--- src/rtl/mtp_pkg.sv ---
package mtp_pkg;

  // Storage geometry. The vertex list is split over LANES banks; slot s lives in
  // bank s % LANES at row s / LANES.
  localparam int VERTEX_SLOTS = 256;
  localparam int CORNERS      = 3;
  localparam int LANES        = 8;
  localparam int LANE_W       = $clog2(LANES);
  localparam int ROWS         = (VERTEX_SLOTS + LANES - 1) / LANES;
  localparam int ROW_W        = (ROWS > 1) ? $clog2(ROWS) : 1;

  // Field and register widths.
  localparam int VID_W      = 32;
  localparam int LOC_W      = 8;
  localparam int MAXV_W     = 9;
  localparam int MAXP_W     = 11;
  localparam int CNT_W      = ($clog2(VERTEX_SLOTS + 1) > MAXV_W) ?
                              $clog2(VERTEX_SLOTS + 1) : MAXV_W;
  localparam int CFG_IDX_W  = 1;
  localparam int CFG_DATA_W = 11;

  // Register indexes and reset values.
  localparam logic [CFG_IDX_W-1:0] REG_MAX_VERTICES   = 1'd0;
  localparam logic [CFG_IDX_W-1:0] REG_MAX_PRIMITIVES = 1'd1;
  localparam logic [MAXV_W-1:0]    MAXV_RESET         = 9'd64;
  localparam logic [MAXP_W-1:0]    MAXP_RESET         = 11'd126;

  typedef logic [VID_W-1:0] vid_t;
  typedef logic [CNT_W-1:0] cnt_t;
  typedef logic [ROW_W-1:0] row_t;

  // Write port of one bank.
  typedef struct packed {
    logic en;
    row_t row;
    vid_t data;
  } lane_wr_t;

  // Tag that travels with the registered read data of all banks.
  typedef struct packed {
    logic valid;
    row_t row;
  } rd_tag_t;

  // Search result per corner: whether a stored slot matched, and the highest one.
  typedef struct packed {
    logic [CORNERS-1:0]            hit;
    logic [CORNERS-1:0][CNT_W-1:0] loc;
  } hit_t;

endpackage

--- src/rtl/mtp_lane.sv ---
module mtp_lane (
  input  logic                          clk,
  input  logic [mtp_pkg::LANE_W-1:0]    lane_id,
  input  mtp_pkg::row_t                 rd_addr,
  input  mtp_pkg::rd_tag_t              rd_tag,
  input  mtp_pkg::lane_wr_t             wr,
  input  mtp_pkg::vid_t [mtp_pkg::CORNERS-1:0] corner,
  input  mtp_pkg::cnt_t                 vertex_count,
  output logic [mtp_pkg::CORNERS-1:0]   match
);
  import mtp_pkg::*;

  vid_t mem [ROWS];
  vid_t rdata;
  cnt_t slot;
  logic slot_live;

  always_ff @(posedge clk) begin
    if (wr.en) begin
      mem[wr.row] <= wr.data;
    end
    rdata <= mem[rd_addr];
  end

  // Only slots below the current count belong to the open meshlet.
  assign slot      = (cnt_t'(rd_tag.row) << LANE_W) | cnt_t'(lane_id);
  assign slot_live = rd_tag.valid && (slot < vertex_count);

  always_comb begin
    for (int j = 0; j < CORNERS; j++) begin
      match[j] = slot_live && (rdata == corner[j]);
    end
  end

endmodule

--- config.mk ---
export PLATFORM = sky130hd
export DESIGN_NAME = mtp_lane
export DESIGN_NICKNAME = d
export VERILOG_FILES = /design/src/rtl/mtp_pkg.sv /design/src/rtl/mtp_lane.sv
export SDC_FILE = /design/constraint.sdc
export NUM_CORES = 1
export LEC_CHECK = 0
export BUFFER_PORTS_ARGS = -buffer_cell sky130_fd_sc_hd__buf_2
export CAP_MARGIN = 15
export CORE_ASPECT_RATIO = 0.5
export CORE_UTILIZATION = 36
export CTS_CLUSTER_DIAMETER = 100
export CTS_CLUSTER_SIZE = 10
export DETAILED_ROUTE_END_ITERATION = 8
export HOLD_SLACK_MARGIN = 0.05
export SYNTH_ARGS = -nofsm -noshare
export SYNTH_HDL_FRONTEND = slang
export SYNTH_SLANG_ARGS = --single-unit
--- constraint.sdc ---
create_clock -name clk -period 5.4 [get_ports clk]
set_input_delay 0.27 -clock clk [delete_from_list [all_inputs] [get_ports clk]]
set_output_delay 0.27 -clock clk [all_outputs]
set_load 0.01 [all_outputs]
==> flow_summary_export.csv <==
group,metric,value,unit
route,drt_iter0_drc,1957,
clock_tree,cts_resized,0,
placement,dp.final_hpwl,64400,um
timing,fin_tns_setup,0,ns
logic_synthesis,synthFlopType,"edfxtp_1",
floorplan,core_area,0.111,mm2
critical_path,cp-endpoint,"match[0]",
timing,slew_viol_final,0,
clock_tree,clock_latency,0.69,ns
final_layout,syn_to_final_growth,16.0,%
grt,track_usage,18.6,%
grt,grt_first_pass_wirelength,149000,um
route,vias,19560,
route,routedWlPerCell,29.0,um
critical_path,rrSetupSlack,3.74,ns
floorplan,row_count,86,
clock_tree,root_buffer,"clkbuf_16",
logic_synthesis,yosysMostFrequentCell,"edfxtp_1",
timing,tightest_slew,1.10,ns
route,drtPass1Iterations,6,
timing,final-hold-violation-count,0,
grt,antenna_found_initial,4,
floorplan,dieWidth,475,um
grt,grt_overflow,0,
clock_tree,hold_buffers,0,
logic_synthesis,ys_seq_elements,1056,
route,wl,105000,um
clock_tree,post_cts_buffers,0,
power_and_ir_drop,p_total,17.3,mW
critical_path,reg2reg_depth,3,
final_layout,nets,2187,
power_and_ir_drop,power_per_cell_area,370,mW/mm2
logic_synthesis,synth_edf_count,1024,
clock_tree,cts_buffers,115,
timing,clock_skew,0.0192,ns
route,drc_errors,0,
logic_synthesis,synth_nets,1931,
floorplan,io_pins,161,
critical_path,required,5.13,ns
placement,io_buffers,160,
critical_path,critPathMaxStageDelay,0.73,ns
logic_synthesis,synthTopCellsByCount,"1024 x edfxtp_1, 246 x mux4_2, 128 x o22ai_1, 96 x xor2_1, 56 x nor4_1",
logic_synthesis,ys_warn_count,0,
clock_tree,clk_pin_slew,0.06,ns
placement,place.gp.congestion,0.807,
critical_path,slowest_stage,"dfxtp_1",
critical_path,cp_max_fo,3,
critical_path,crit_path_start_kind,"register",
timing,slew_headroom,25.9,%
logic_synthesis,synthTopCellsByArea,"edfxtp_1 76%, mux4_2 14%, xor2_1 2.1%, o22ai_1 2.0%, dfxtp_1 1.6%",
logic_synthesis,synth_area,0.0403,mm2
min_path,hold_class,"in2reg",
critical_path,critical_path_class,"reg2out",
grt,grt_start_max_net_pins,76,
route,via_per_inst,5.42,
clock_tree,clock_sinks,1056,
clock_tree,htree_levels,3,
logic_synthesis,synthArstFlopShare,0,%
clock_tree,cts_tree,"done",
critical_path,reg2reg_from,"mem[30][0]",
timing,rsz0062_at_grt,"no",
critical_path,arrival,2.96,ns
power_and_ir_drop,leakagePower,14.6,nW
run,cap_viol_max_count,0,
floorplan,start_util,36.4,%
route,drtAntennaViolNets,0,
critical_path,path_cells,"xor2_1 -> nor4_1 -> buf_4 -> nand4_1 -> a211oi_1 -> buf_2",
final_layout,drive_above_1_share,30.0,%
timing,finalSetupViolations,0,
logic_synthesis,synth_cell_types,29,
clock_tree,cts_buffer_depth,3,
timing,fin_crit_sh,59.7,%
logic_synthesis,ys_seq_area_share,77.9,%
timing,clock.fmax,310,MHz
critical_path,reg2reg_to,"rdata[0]",
critical_path,cp-end-kind,"primary output",
power_and_ir_drop,peakVddDrop,0.260,mV
grt,grt_pass1_vias,20168,
logic_synthesis,synth_top_area_share,76.4,%
floorplan,die-area,0.113,mm2
critical_path,cp-startpoint,"rdata[23]",
logic_synthesis,synth_area_leader_cell,"edfxtp_1",
floorplan,chipHeight,239,um
logic_synthesis,postSynthCellCount,1766,
logic_synthesis,avgSynthCellArea,22.8,um2
timing,period_minus_slack,3.23,ns
run_status,status,"finished clean",
==> worst min path at each step <==
| stage | from | end | cells after the start |
|---|---|---|---|
| final | wr[5] | mem[28][5] | 1 |
| after global routing | wr[5] | mem[28][5] | 1 |
| after CTS | wr[5] | mem[15][5] | 1 |
| after detailed placement | wr[5] | mem[28][5] | 1 |
| after global placement | wr[5] | mem[30][5] | 1 |
| after floorplan | wr[0] | mem[0][0] | 0 |
==> flip-flops by register name, summed over array words and instances, names as in the netlist <==
signal,cells
rdata,32
mem,1024
==> critical path, delay by kind of cell (launching register included) <==
family,cells,cell delay (ns)
buf+inv,2,0.42
simple gates,2,0.62
xor+xnor,1,0.14
compound gates,1,0.35
flops,1,0.73
==> cell type report <==
class | count | area, um2
Fill cell | 9494 | 63800
Sequential cell | 1056 | 31400
Multi-Input combinational cell | 618 | 8560
Clock buffer | 205 | 3260
Tap cell | 1496 | 1870
Timing Repair Buffer | 223 | 1530
Clock inverter | 5 | 91.3
Inverter | 8 | 30.0
Antenna cell | 1 | 2.50
==> report_power, final <==
group          switching, mW  internal [mW]
Combinational          0.547          0.363
Sequential             0.144           9.12
Clock                   3.04           4.08
==> layout by cell type, fill, tap and decap left out, types with 2 or more instances in the layout <==
master / instances
edfxtp_1: 1024
mux4_2: 246
buf_2: 158
o22ai_1: 128
clkbuf_16: 117
xor2_1: 96
clkbuf_1: 88
nor4_1: 52
buf_4: 45
nor2_4: 32
dfxtp_1: 32
buf_12: 16
mux4_1: 10
inv_1: 8
nand3b_1: 8
ha_1: 7
nand4_1: 6
nor2_1: 4
or3b_2: 4
a211oi_1: 4
nor4_2: 4
nand3_1: 3
nand2_2: 2
nand2b_1: 2
clkinv_8: 2
buf_8: 2
buf_16: 2
==> cells by family after synthesis <==
logic type                 after synthesis  share of synthesized area (%)
DFF                                   1056                           77.9
muxes                                  256                           14.4
AOI/OAI and AO/OA                      137                           2.15
and+or+nand+nor                        122                           1.70
xor gates and xnor gates                96                           2.09
buffers and inverters                   92                           1.49
adders and majority gates                7                          0.217
==> stage by stage <==
step / hold WS [ns] / area [um2] / util, % / setup WS (ns) / instances
final: 0.102 / 46700 / 42.3 / 2.17 / 3612
after global routing: 0.102 / 46700 / 42.3 / 2.21 / 3612
after CTS: 0.0638 / 46700 / 42.2 / 2.17 / 3608
after detailed placement: 0.788 / 43300 / 39.2 / 2.54 / 3398
after global placement: 0.792 / 43100 / 39.0 / 2.52 / 3389
after floorplan: 0.369 / 40300 / - / 2.70 / 1766
==> metal layers <==
layer  part of all wire (%)  vias to the layer above  global-route usage, %
li1                       -                     8112                      -
met1                     40                    10566                   24.5
met2                     50                      709                   31.1
met3                    6.1                      171                   2.90
met4                    4.0                        2                   7.35
met5                  0.012                        -                      0
Power figures use the tool's default switching activity.
