File: config.mk
export PLATFORM = sky130hd
export DESIGN_NAME = mtp_merge
export DESIGN_NICKNAME = d
export VERILOG_FILES = /design/src/rtl/mtp_pkg.sv /design/src/rtl/mtp_merge.sv
export SDC_FILE = /design/constraint.sdc
export NUM_CORES = 1
export LEC_CHECK = 0
export ABC_AREA = 1
export BUFFER_PORTS_ARGS = -buffer_cell sky130_fd_sc_hd__buf_2
export CAP_MARGIN = 25
export CORE_MARGIN = 2
export CORE_UTILIZATION = 48
export DETAILED_ROUTE_END_ITERATION = 8
export GPL_TIMING_DRIVEN = 0
export PLACE_DENSITY = 0.82
export SYNTH_ARGS = -nofsm -noshare
export SYNTH_HDL_FRONTEND = slang
export SYNTH_SLANG_ARGS = --single-unit
export TNS_END_PERCENT = 100
File: constraint.sdc
create_clock -name clk -period 1.81 [get_ports clk]
set_input_delay 0.0905 -clock clk [delete_from_list [all_inputs] [get_ports clk]]
set_output_delay 0.0905 -clock clk [all_outputs]
set_load 0.02 [all_outputs]
File: src/rtl/mtp_pkg.sv
package mtp_pkg;

  // Storage geometry. The vertex list is split over LANES banks; slot s lives in
  // bank s % LANES at row s / LANES.
  localparam int VERTEX_SLOTS = 256;
  localparam int CORNERS      = 3;
  localparam int LANES        = 8;
  localparam int LANE_W       = $clog2(LANES);
  localparam int ROWS         = (VERTEX_SLOTS + LANES - 1) / LANES;
  localparam int ROW_W        = (ROWS > 1) ? $clog2(ROWS) : 1;

  // Field and register widths.
  localparam int VID_W      = 32;
  localparam int LOC_W      = 8;
  localparam int MAXV_W     = 9;
  localparam int MAXP_W     = 11;
  localparam int CNT_W      = ($clog2(VERTEX_SLOTS + 1) > MAXV_W) ?
                              $clog2(VERTEX_SLOTS + 1) : MAXV_W;
  localparam int CFG_IDX_W  = 1;
  localparam int CFG_DATA_W = 11;

  // Register indexes and reset values.
  localparam logic [CFG_IDX_W-1:0] REG_MAX_VERTICES   = 1'd0;
  localparam logic [CFG_IDX_W-1:0] REG_MAX_PRIMITIVES = 1'd1;
  localparam logic [MAXV_W-1:0]    MAXV_RESET         = 9'd64;
  localparam logic [MAXP_W-1:0]    MAXP_RESET         = 11'd126;

  typedef logic [VID_W-1:0] vid_t;
  typedef logic [CNT_W-1:0] cnt_t;
  typedef logic [ROW_W-1:0] row_t;

  // Write port of one bank.
  typedef struct packed {
    logic en;
    row_t row;
    vid_t data;
  } lane_wr_t;

  // Tag that travels with the registered read data of all banks.
  typedef struct packed {
    logic valid;
    row_t row;
  } rd_tag_t;

  // Search result per corner: whether a stored slot matched, and the highest one.
  typedef struct packed {
    logic [CORNERS-1:0]            hit;
    logic [CORNERS-1:0][CNT_W-1:0] loc;
  } hit_t;

endpackage

File: src/rtl/mtp_merge.sv
module mtp_merge (
  input  logic                                            clk,
  input  logic                                            rst,
  input  logic                                            clear,
  input  mtp_pkg::rd_tag_t                                rd_tag,
  input  logic [mtp_pkg::LANES-1:0][mtp_pkg::CORNERS-1:0] match,
  output mtp_pkg::hit_t                                   res
);
  import mtp_pkg::*;

  logic [CORNERS-1:0]             row_hit;
  logic [CORNERS-1:0][LANE_W-1:0] row_lane;

  // Highest matching lane of this row wins, since it is the highest slot.
  always_comb begin
    for (int j = 0; j < CORNERS; j++) begin
      row_hit[j]  = 1'b0;
      row_lane[j] = '0;
      for (int l = 0; l < LANES; l++) begin
        if (match[l][j]) begin
          row_hit[j]  = 1'b1;
          row_lane[j] = LANE_W'(l);
        end
      end
    end
  end

  // Rows arrive in ascending order, so a later hit overrides an earlier one.
  always_ff @(posedge clk) begin
    if (rst || clear) begin
      res <= '0;
    end else if (rd_tag.valid) begin
      for (int j = 0; j < CORNERS; j++) begin
        if (row_hit[j]) begin
          res.hit[j] <= 1'b1;
          res.loc[j] <= (cnt_t'(rd_tag.row) << LANE_W) | cnt_t'(row_lane[j]);
        end
      end
    end
  end

endmodule

==> impl_metrics.env, run 1 <==
export IMPL_status="finished clean"
export IMPL_antenna_found_initial=0
export IMPL_crit_slowest_cell="dfxtp_1"
export IMPL_cts_sinks=27
export IMPL_path_delay_family="flip-flops"
export IMPL_synth_warnings=0
export IMPL_ir_drop_mv=0.5005
export IMPL_critPathMaxFanout=2
export IMPL_vias=1294
export IMPL_multi_input_area_sq_um=593.1
export IMPL_slowest_delay_ps=370
export IMPL_finalCritPeriodShare_pct=52.41
export IMPL_globalplace_congestion=0.8485
export IMPL_slew_violations=0
export IMPL_crit_path_end_kind="output port"
export IMPL_hold_path_class="in -> reg"
export IMPL_max_cap_violations=0
export IMPL_clock_latency_ps=310
export IMPL_regArea_sq_um=540.5
export IMPL_tritoncts="done"
export IMPL_htree_levels=1
export IMPL_cts_hold_buf=0
export IMPL_yosys_area_top_type_share_pct=42.65
export IMPL_rsz0062_at_grt="false"
export IMPL_drive_above_1_share_pct=31.37
export IMPL_post_dp_hpwl_um=2124
export IMPL_critical_path_cell_chain="buf_2"
export IMPL_ys_top_cells_by_area="dfxtp_1 43%, nand2_1 16%, nor2_1 11%"
export IMPL_synth_top_area_cell="dfxtp_1"
export IMPL_die_area_sq_um=3068
export IMPL_die_h_um=55.39
export IMPL_crit_type="reg -> out"
export IMPL_grt_pass1_wl_um=4485
export IMPL_fin_worst_skew_ps=0
export IMPL_largest_register_ffs=27
export IMPL_synth_cell_type_count=20
export IMPL_finalHoldViolCount=0
export IMPL_biggestRegsByFlops="res x27"
export IMPL_ys_ff_latch=27
export IMPL_fin_nets=289
export IMPL_grt_util_all_layers_pct=17.28
export IMPL_syn_avg_cell_area_sq_um=6.671
export IMPL_ff2ff_path_depth=2
export IMPL_drt_iter0_drc=31
export IMPL_dr_pass1_iters=4
export IMPL_start_kind="flip-flop"
export IMPL_clock_path_buffers=2
export IMPL_gr_total_overflow=0
export IMPL_fin_crit_ps=948.7
export IMPL_timing_fmax_mhz=1054
export IMPL_async_reset_ff_share_pct=0
export IMPL_fill_cells=256
export IMPL_cts_root_buf="clkbuf_4"
export IMPL_initial_core_util_pct=50.70
export IMPL_instances_no_fill=285
export IMPL_via_per_inst=4.540
export IMPL_routed_wl_um=2565
export IMPL_seq_area_frac_synth_pct=42.65
export IMPL_cts_inserted_buffers=3
export IMPL_dieWidth_um=55.39
export IMPL_tns_ps=0
export IMPL_p_leak_nw=0.9391
export IMPL_io_pins=63
export IMPL_synth_flop_cell="dfxtp_1"
export IMPL_synthMostInstantiatedCell="nand2_1"
export IMPL_synth_edff_count=0
export IMPL_post_cts_repair_setup_buffers=0
export IMPL_holdPathStages=3
export IMPL_crit_required_ps=1720
export IMPL_dp_cells=281
export IMPL_rows=18
export IMPL_portBuffers=59
export IMPL_netlist_area_sq_um=1267
export IMPL_antenna_left=0
export IMPL_worstPathArrival_ps=860
export IMPL_grt_max_degree=16
export IMPL_synth_common_cells="54 x nand2_1, 37 x nor2_1, 27 x dfxtp_1"
export IMPL_setup_violations=0
export IMPL_core_area_sq_um=2500
export IMPL_synthCells=190
export IMPL_antenna_cells=0
export IMPL_crit_buf_inv=1
export IMPL_drc=0
export IMPL_post_cts_resized=0
export IMPL_post_drt_wl_per_cell_um=9.000
export IMPL_clk_pin_slew_ps=140
export IMPL_power_density_nw_per_um2=687.9
export IMPL_area_delta_synth_final_pct=29.02
export IMPL_grt_pass1_vias=1096
export IMPL_largest_register="res"
export IMPL_cp_depth=1
## through the flow
step / hold slack, ps / setup WS [ps] / total power [W] / util, % / area (sq um)
floorplan: 238.6 / 1074 / 0.0007985 / - / 1275
global placement: 373.4 / 868.8 / 0.0008850 / 64.31 / 1608
detailed placement: 374.7 / 846.8 / 0.0008883 / 64.31 / 1608
CTS: 13.64 / 854.8 / 0.001141 / 65.42 / 1635
global route: 26.93 / 825.4 / 0.001193 / 65.42 / 1635
finish: 29.93 / 861.3 / 0.001125 / 65.42 / 1635
## placed cells by master (no fill, tap or decap), drive strengths merged
| cell type | synthesis | final |
|---|---|---|
| inv | 24 | 24 |
| conb | 1 | 3 |
| o21ai | 9 | 9 |
| clkinv | 1 | 2 |
| clkbuf | 0 | 3 |
| nand3b | 5 | 5 |
| dfxtp | 27 | 27 |
| nor2 | 39 | 39 |
| nand2 | 59 | 59 |
| a21oi | 16 | 16 |
| buf | 6 | 65 |
| nand3 | 3 | 3 |
## area by class of cell
type	instances	area share, %
multi-input cells	134	36.27
flip-flops and latches	27	33.05
repair buffers	59	18.06
inverters	25	5.968
plain buffers	6	2.678
well taps	30	2.295
clock buffers	3	1.377
clock inverters	1	0.3060
## logic make-up after synthesis
group	share of synthesized area [%]
AO/OA/AOI/OAI	10.17
buffers and inverters	11.15
flip-flops	42.65
other	0.2959
AND/OR/NAND/NOR	35.73
## final timing paths
path              from      end  slack [ps]
min reg2reg     res[2]   res[2]         470
max            res[13]  res[13]         860
min          rd_tag[2]   res[5]          30
max reg2reg    res[28]  res[28]        1150
## metal layers
metal	vias up	routed length (um)	GRT usage (%)
li1	702	-	-
met1	550	1233	22.68
met2	39	1142	29.25
met3	3	181	3.981
met4	0	8	3.136
met5	-	0	0
## report_power, final
part	internal, W	total [W]	switching, W
Sequential	0.000622	0.000635	0.0000122
Clock	0.0000827	0.000252	0.000169
Combinational	0.0000933	0.000238	0.000145
Total	0.000799	0.00112	0.000326
## worst reg2reg max path, stage by stage, from the launching register on
cell and delay (ps):
dfxtp_1 330, o21ai_0 180, inv_1 50
No activity file was read; power rests on OpenSTA's default activity.
==> run 2: changes to the inputs <==
--- a/config.mk
+++ b/config.mk
@@ -9,10 +9,10 @@
 export BUFFER_PORTS_ARGS = -buffer_cell sky130_fd_sc_hd__buf_2
 export CAP_MARGIN = 25
 export CORE_MARGIN = 2
-export CORE_UTILIZATION = 48
+export CORE_UTILIZATION = 45
 export DETAILED_ROUTE_END_ITERATION = 8
 export GPL_TIMING_DRIVEN = 0
-export PLACE_DENSITY = 0.82
+export PLACE_DENSITY = 0.78
 export SYNTH_ARGS = -nofsm -noshare
 export SYNTH_HDL_FRONTEND = slang
 export SYNTH_SLANG_ARGS = --single-unit
==> constraint.sdc (replaced) <==
create_clock -name clk -period 1 [get_ports clk]
set_input_delay 0.05 -clock clk [delete_from_list [all_inputs] [get_ports clk]]
set_output_delay 0.05 -clock clk [all_outputs]
set_load 0.02 [all_outputs]
==> run 2 against run 1 <==
The flow now finishes with violations (negative hold slack). First-iteration DRC count shrank 6.5%. Clock power grew 83%. Worst hold slack lost 30 ps. Combinational power grew 91%. Sequential share of layout area shrank 1.4 points. Flip-flop and latch count is the same. Via count grew 4.6%. Largest power group unchanged. Non-clock buffer count grew 7. Wire length grew 5.4%.
==> impl_metrics.env, run 2 (synthesis results as in run 1) <==
export IMPL_status="finished, violations left"
export IMPL_violations="negative hold slack"
export IMPL_grt_pass1_wl_um=4850
export IMPL_setup_violations=0
export IMPL_clock_latency_ps=320
export IMPL_whs_ps=-0.09925
export IMPL_setup_ws_ps=100.6
export IMPL_biggestRegsByFlops="res x27"
export IMPL_use_met3_pct=5.215
export IMPL_antenna_left=0
export IMPL_post_cts_resized=0
export IMPL_dieWidth_um=57.07
export IMPL_slew_violations=0
export IMPL_timing_fmax_mhz=1112
export IMPL_vias=1354
export IMPL_layout_commonest_cell="buf_2"
export IMPL_crit_required_ps=950
export IMPL_p_leak_nw=0.9670
export IMPL_grt_util_all_layers_pct=18.15
export IMPL_dp_slack_ps=76.84
export IMPL_initial_core_util_pct=46.77
export IMPL_max_cap_violations=0
export IMPL_holdCritStartpoint="match[18]"
export IMPL_post_drt_wl_per_cell_um=9.225
export IMPL_finalHoldViolCount=1
export IMPL_tns_ps=0
export IMPL_area_delta_synth_final_pct=34.55
export IMPL_grt_pass1_vias=1235
export IMPL_drt_iter0_drc=29
export IMPL_reg2reg_from="res[9]"
export IMPL_worstPathArrival_ps=850
export IMPL_instances_no_fill=293
export IMPL_rows=19
export IMPL_routed_wl_um=2703
export IMPL_dp_cells=282
export IMPL_slowest_delay_ps=360
export IMPL_power_density_nw_per_um2=1211
export IMPL_fin_worst_skew_ps=0
export IMPL_grtUsageMet2_pct=32.35
export IMPL_die_h_um=57.07
export IMPL_crit_path_end_kind="output port"
export IMPL_antenna_found_initial=0
export IMPL_clk_pin_slew_ps=140
export IMPL_die_area_sq_um=3257
export IMPL_crit_slowest_cell="dfxtp_1"
export IMPL_globalplace_congestion=0.7287
export IMPL_gr_total_overflow=0
export IMPL_critPathMaxFanout=2
export IMPL_largest_register="res"
export IMPL_setup_worst_path_start="res[7]"
export IMPL_crit_buf_inv=1
export IMPL_portBuffers=59
export IMPL_critical_path_cell_chain="buf_2"
export IMPL_fin_nets=296
export IMPL_ir_drop_mv=1.325
export IMPL_start_kind="flip-flop"
export IMPL_fin_crit_ps=899.4
export IMPL_hold_path_class="in -> reg"
export IMPL_dr_pass1_iters=4
export IMPL_core_area_sq_um=2710
export IMPL_rsz0062_at_grt="false"
export IMPL_grt_max_degree=15
export IMPL_post_dp_hpwl_um=2072
export IMPL_largest_register_ffs=27
export IMPL_path_delay_family="flip-flops"
export IMPL_cts_sinks=27
export IMPL_total_power_w=0.002066
export IMPL_grt_use_met1_pct=22.56
export IMPL_cts_inserted_buffers=3
export IMPL_finalCritPeriodShare_pct=89.94
export IMPL_tritoncts="done"
export IMPL_antenna_cells=0
export IMPL_cts_root_buf="clkbuf_4"
export IMPL_drc=0
export IMPL_io_pins=63
export IMPL_top_usage_layer="met2"
export IMPL_drive_above_1_share_pct=30.15
export IMPL_htree_levels=1
export IMPL_crit_type="reg -> out"
export IMPL_via_per_inst=4.621
export IMPL_clock_path_buffers=2
export IMPL_final_cell_mix="61 x buf_2, 54 x nand2_1, 37 x nor2_1, 27 x dfxtp_1, 22 x inv_1"
run 2: cell types whose count changed in the layout (fill, tap and decap cells not counted):
cell | before | now
dlygate4sd3_1 | 0 | 7
clkbuf_1 | 0 | 1
clkinv_2 | 2 | 1
run 2: report_power, final:
group	internal, W	switching [W]
Combinational	0.000187	0.000268
Clock	0.000156	0.000306
Sequential	0.00113	0.0000223
run 2: final timing paths:
check | end | slack [ps] | cells past startpoint
setup / recovery | res[7] | 100 | 1
hold / removal | res[0] | -0.1 | 4
setup reg to reg | res[9] | 350 | 2
hold reg to reg | res[5] | 470 | 2
run 2: layout make-up:
cell class                      count  area [sq um]
Buffer                              6         43.79
Clock buffer                        4         26.28
Fill cell                         268          1005
Inverter                           25         97.59
Multi-Input combinational cell    134         593.1
Sequential cell                    27         540.5
Tap cell                           31         38.79
Timing Repair Buffer               66         365.4
run 2: what timing repair did:
| item | 4_1_cts | 5_1_grt |
|---|---|---|
| hold buffers | 7 | 0 |
| buffers inserted | 0 | 0 |
| hold endpoints to repair | 11 | 0 |
run 2: tightest hold or removal path, delay by kind of cell:
kind	cells	cell delay (ps)
compound gates	1	40
simple gates	2	110
buf+inv	1	90
run 2: stage by stage:
step                utilization (%)  instance area (sq um)
global route                  62.93                   1705
floorplan                         -                   1275
detailed placement            59.37                   1609
global placement              59.37                   1609
CTS                           62.93                   1705
finish                        62.93                   1705
run 2: layer usage:
layer | wire [um] | share of wire (%)
met1 | 1217 | 45
met2 | 1270 | 47
met4 | 8 | 0.30
met3 | 206 | 7.6
met5 | 0 | 0
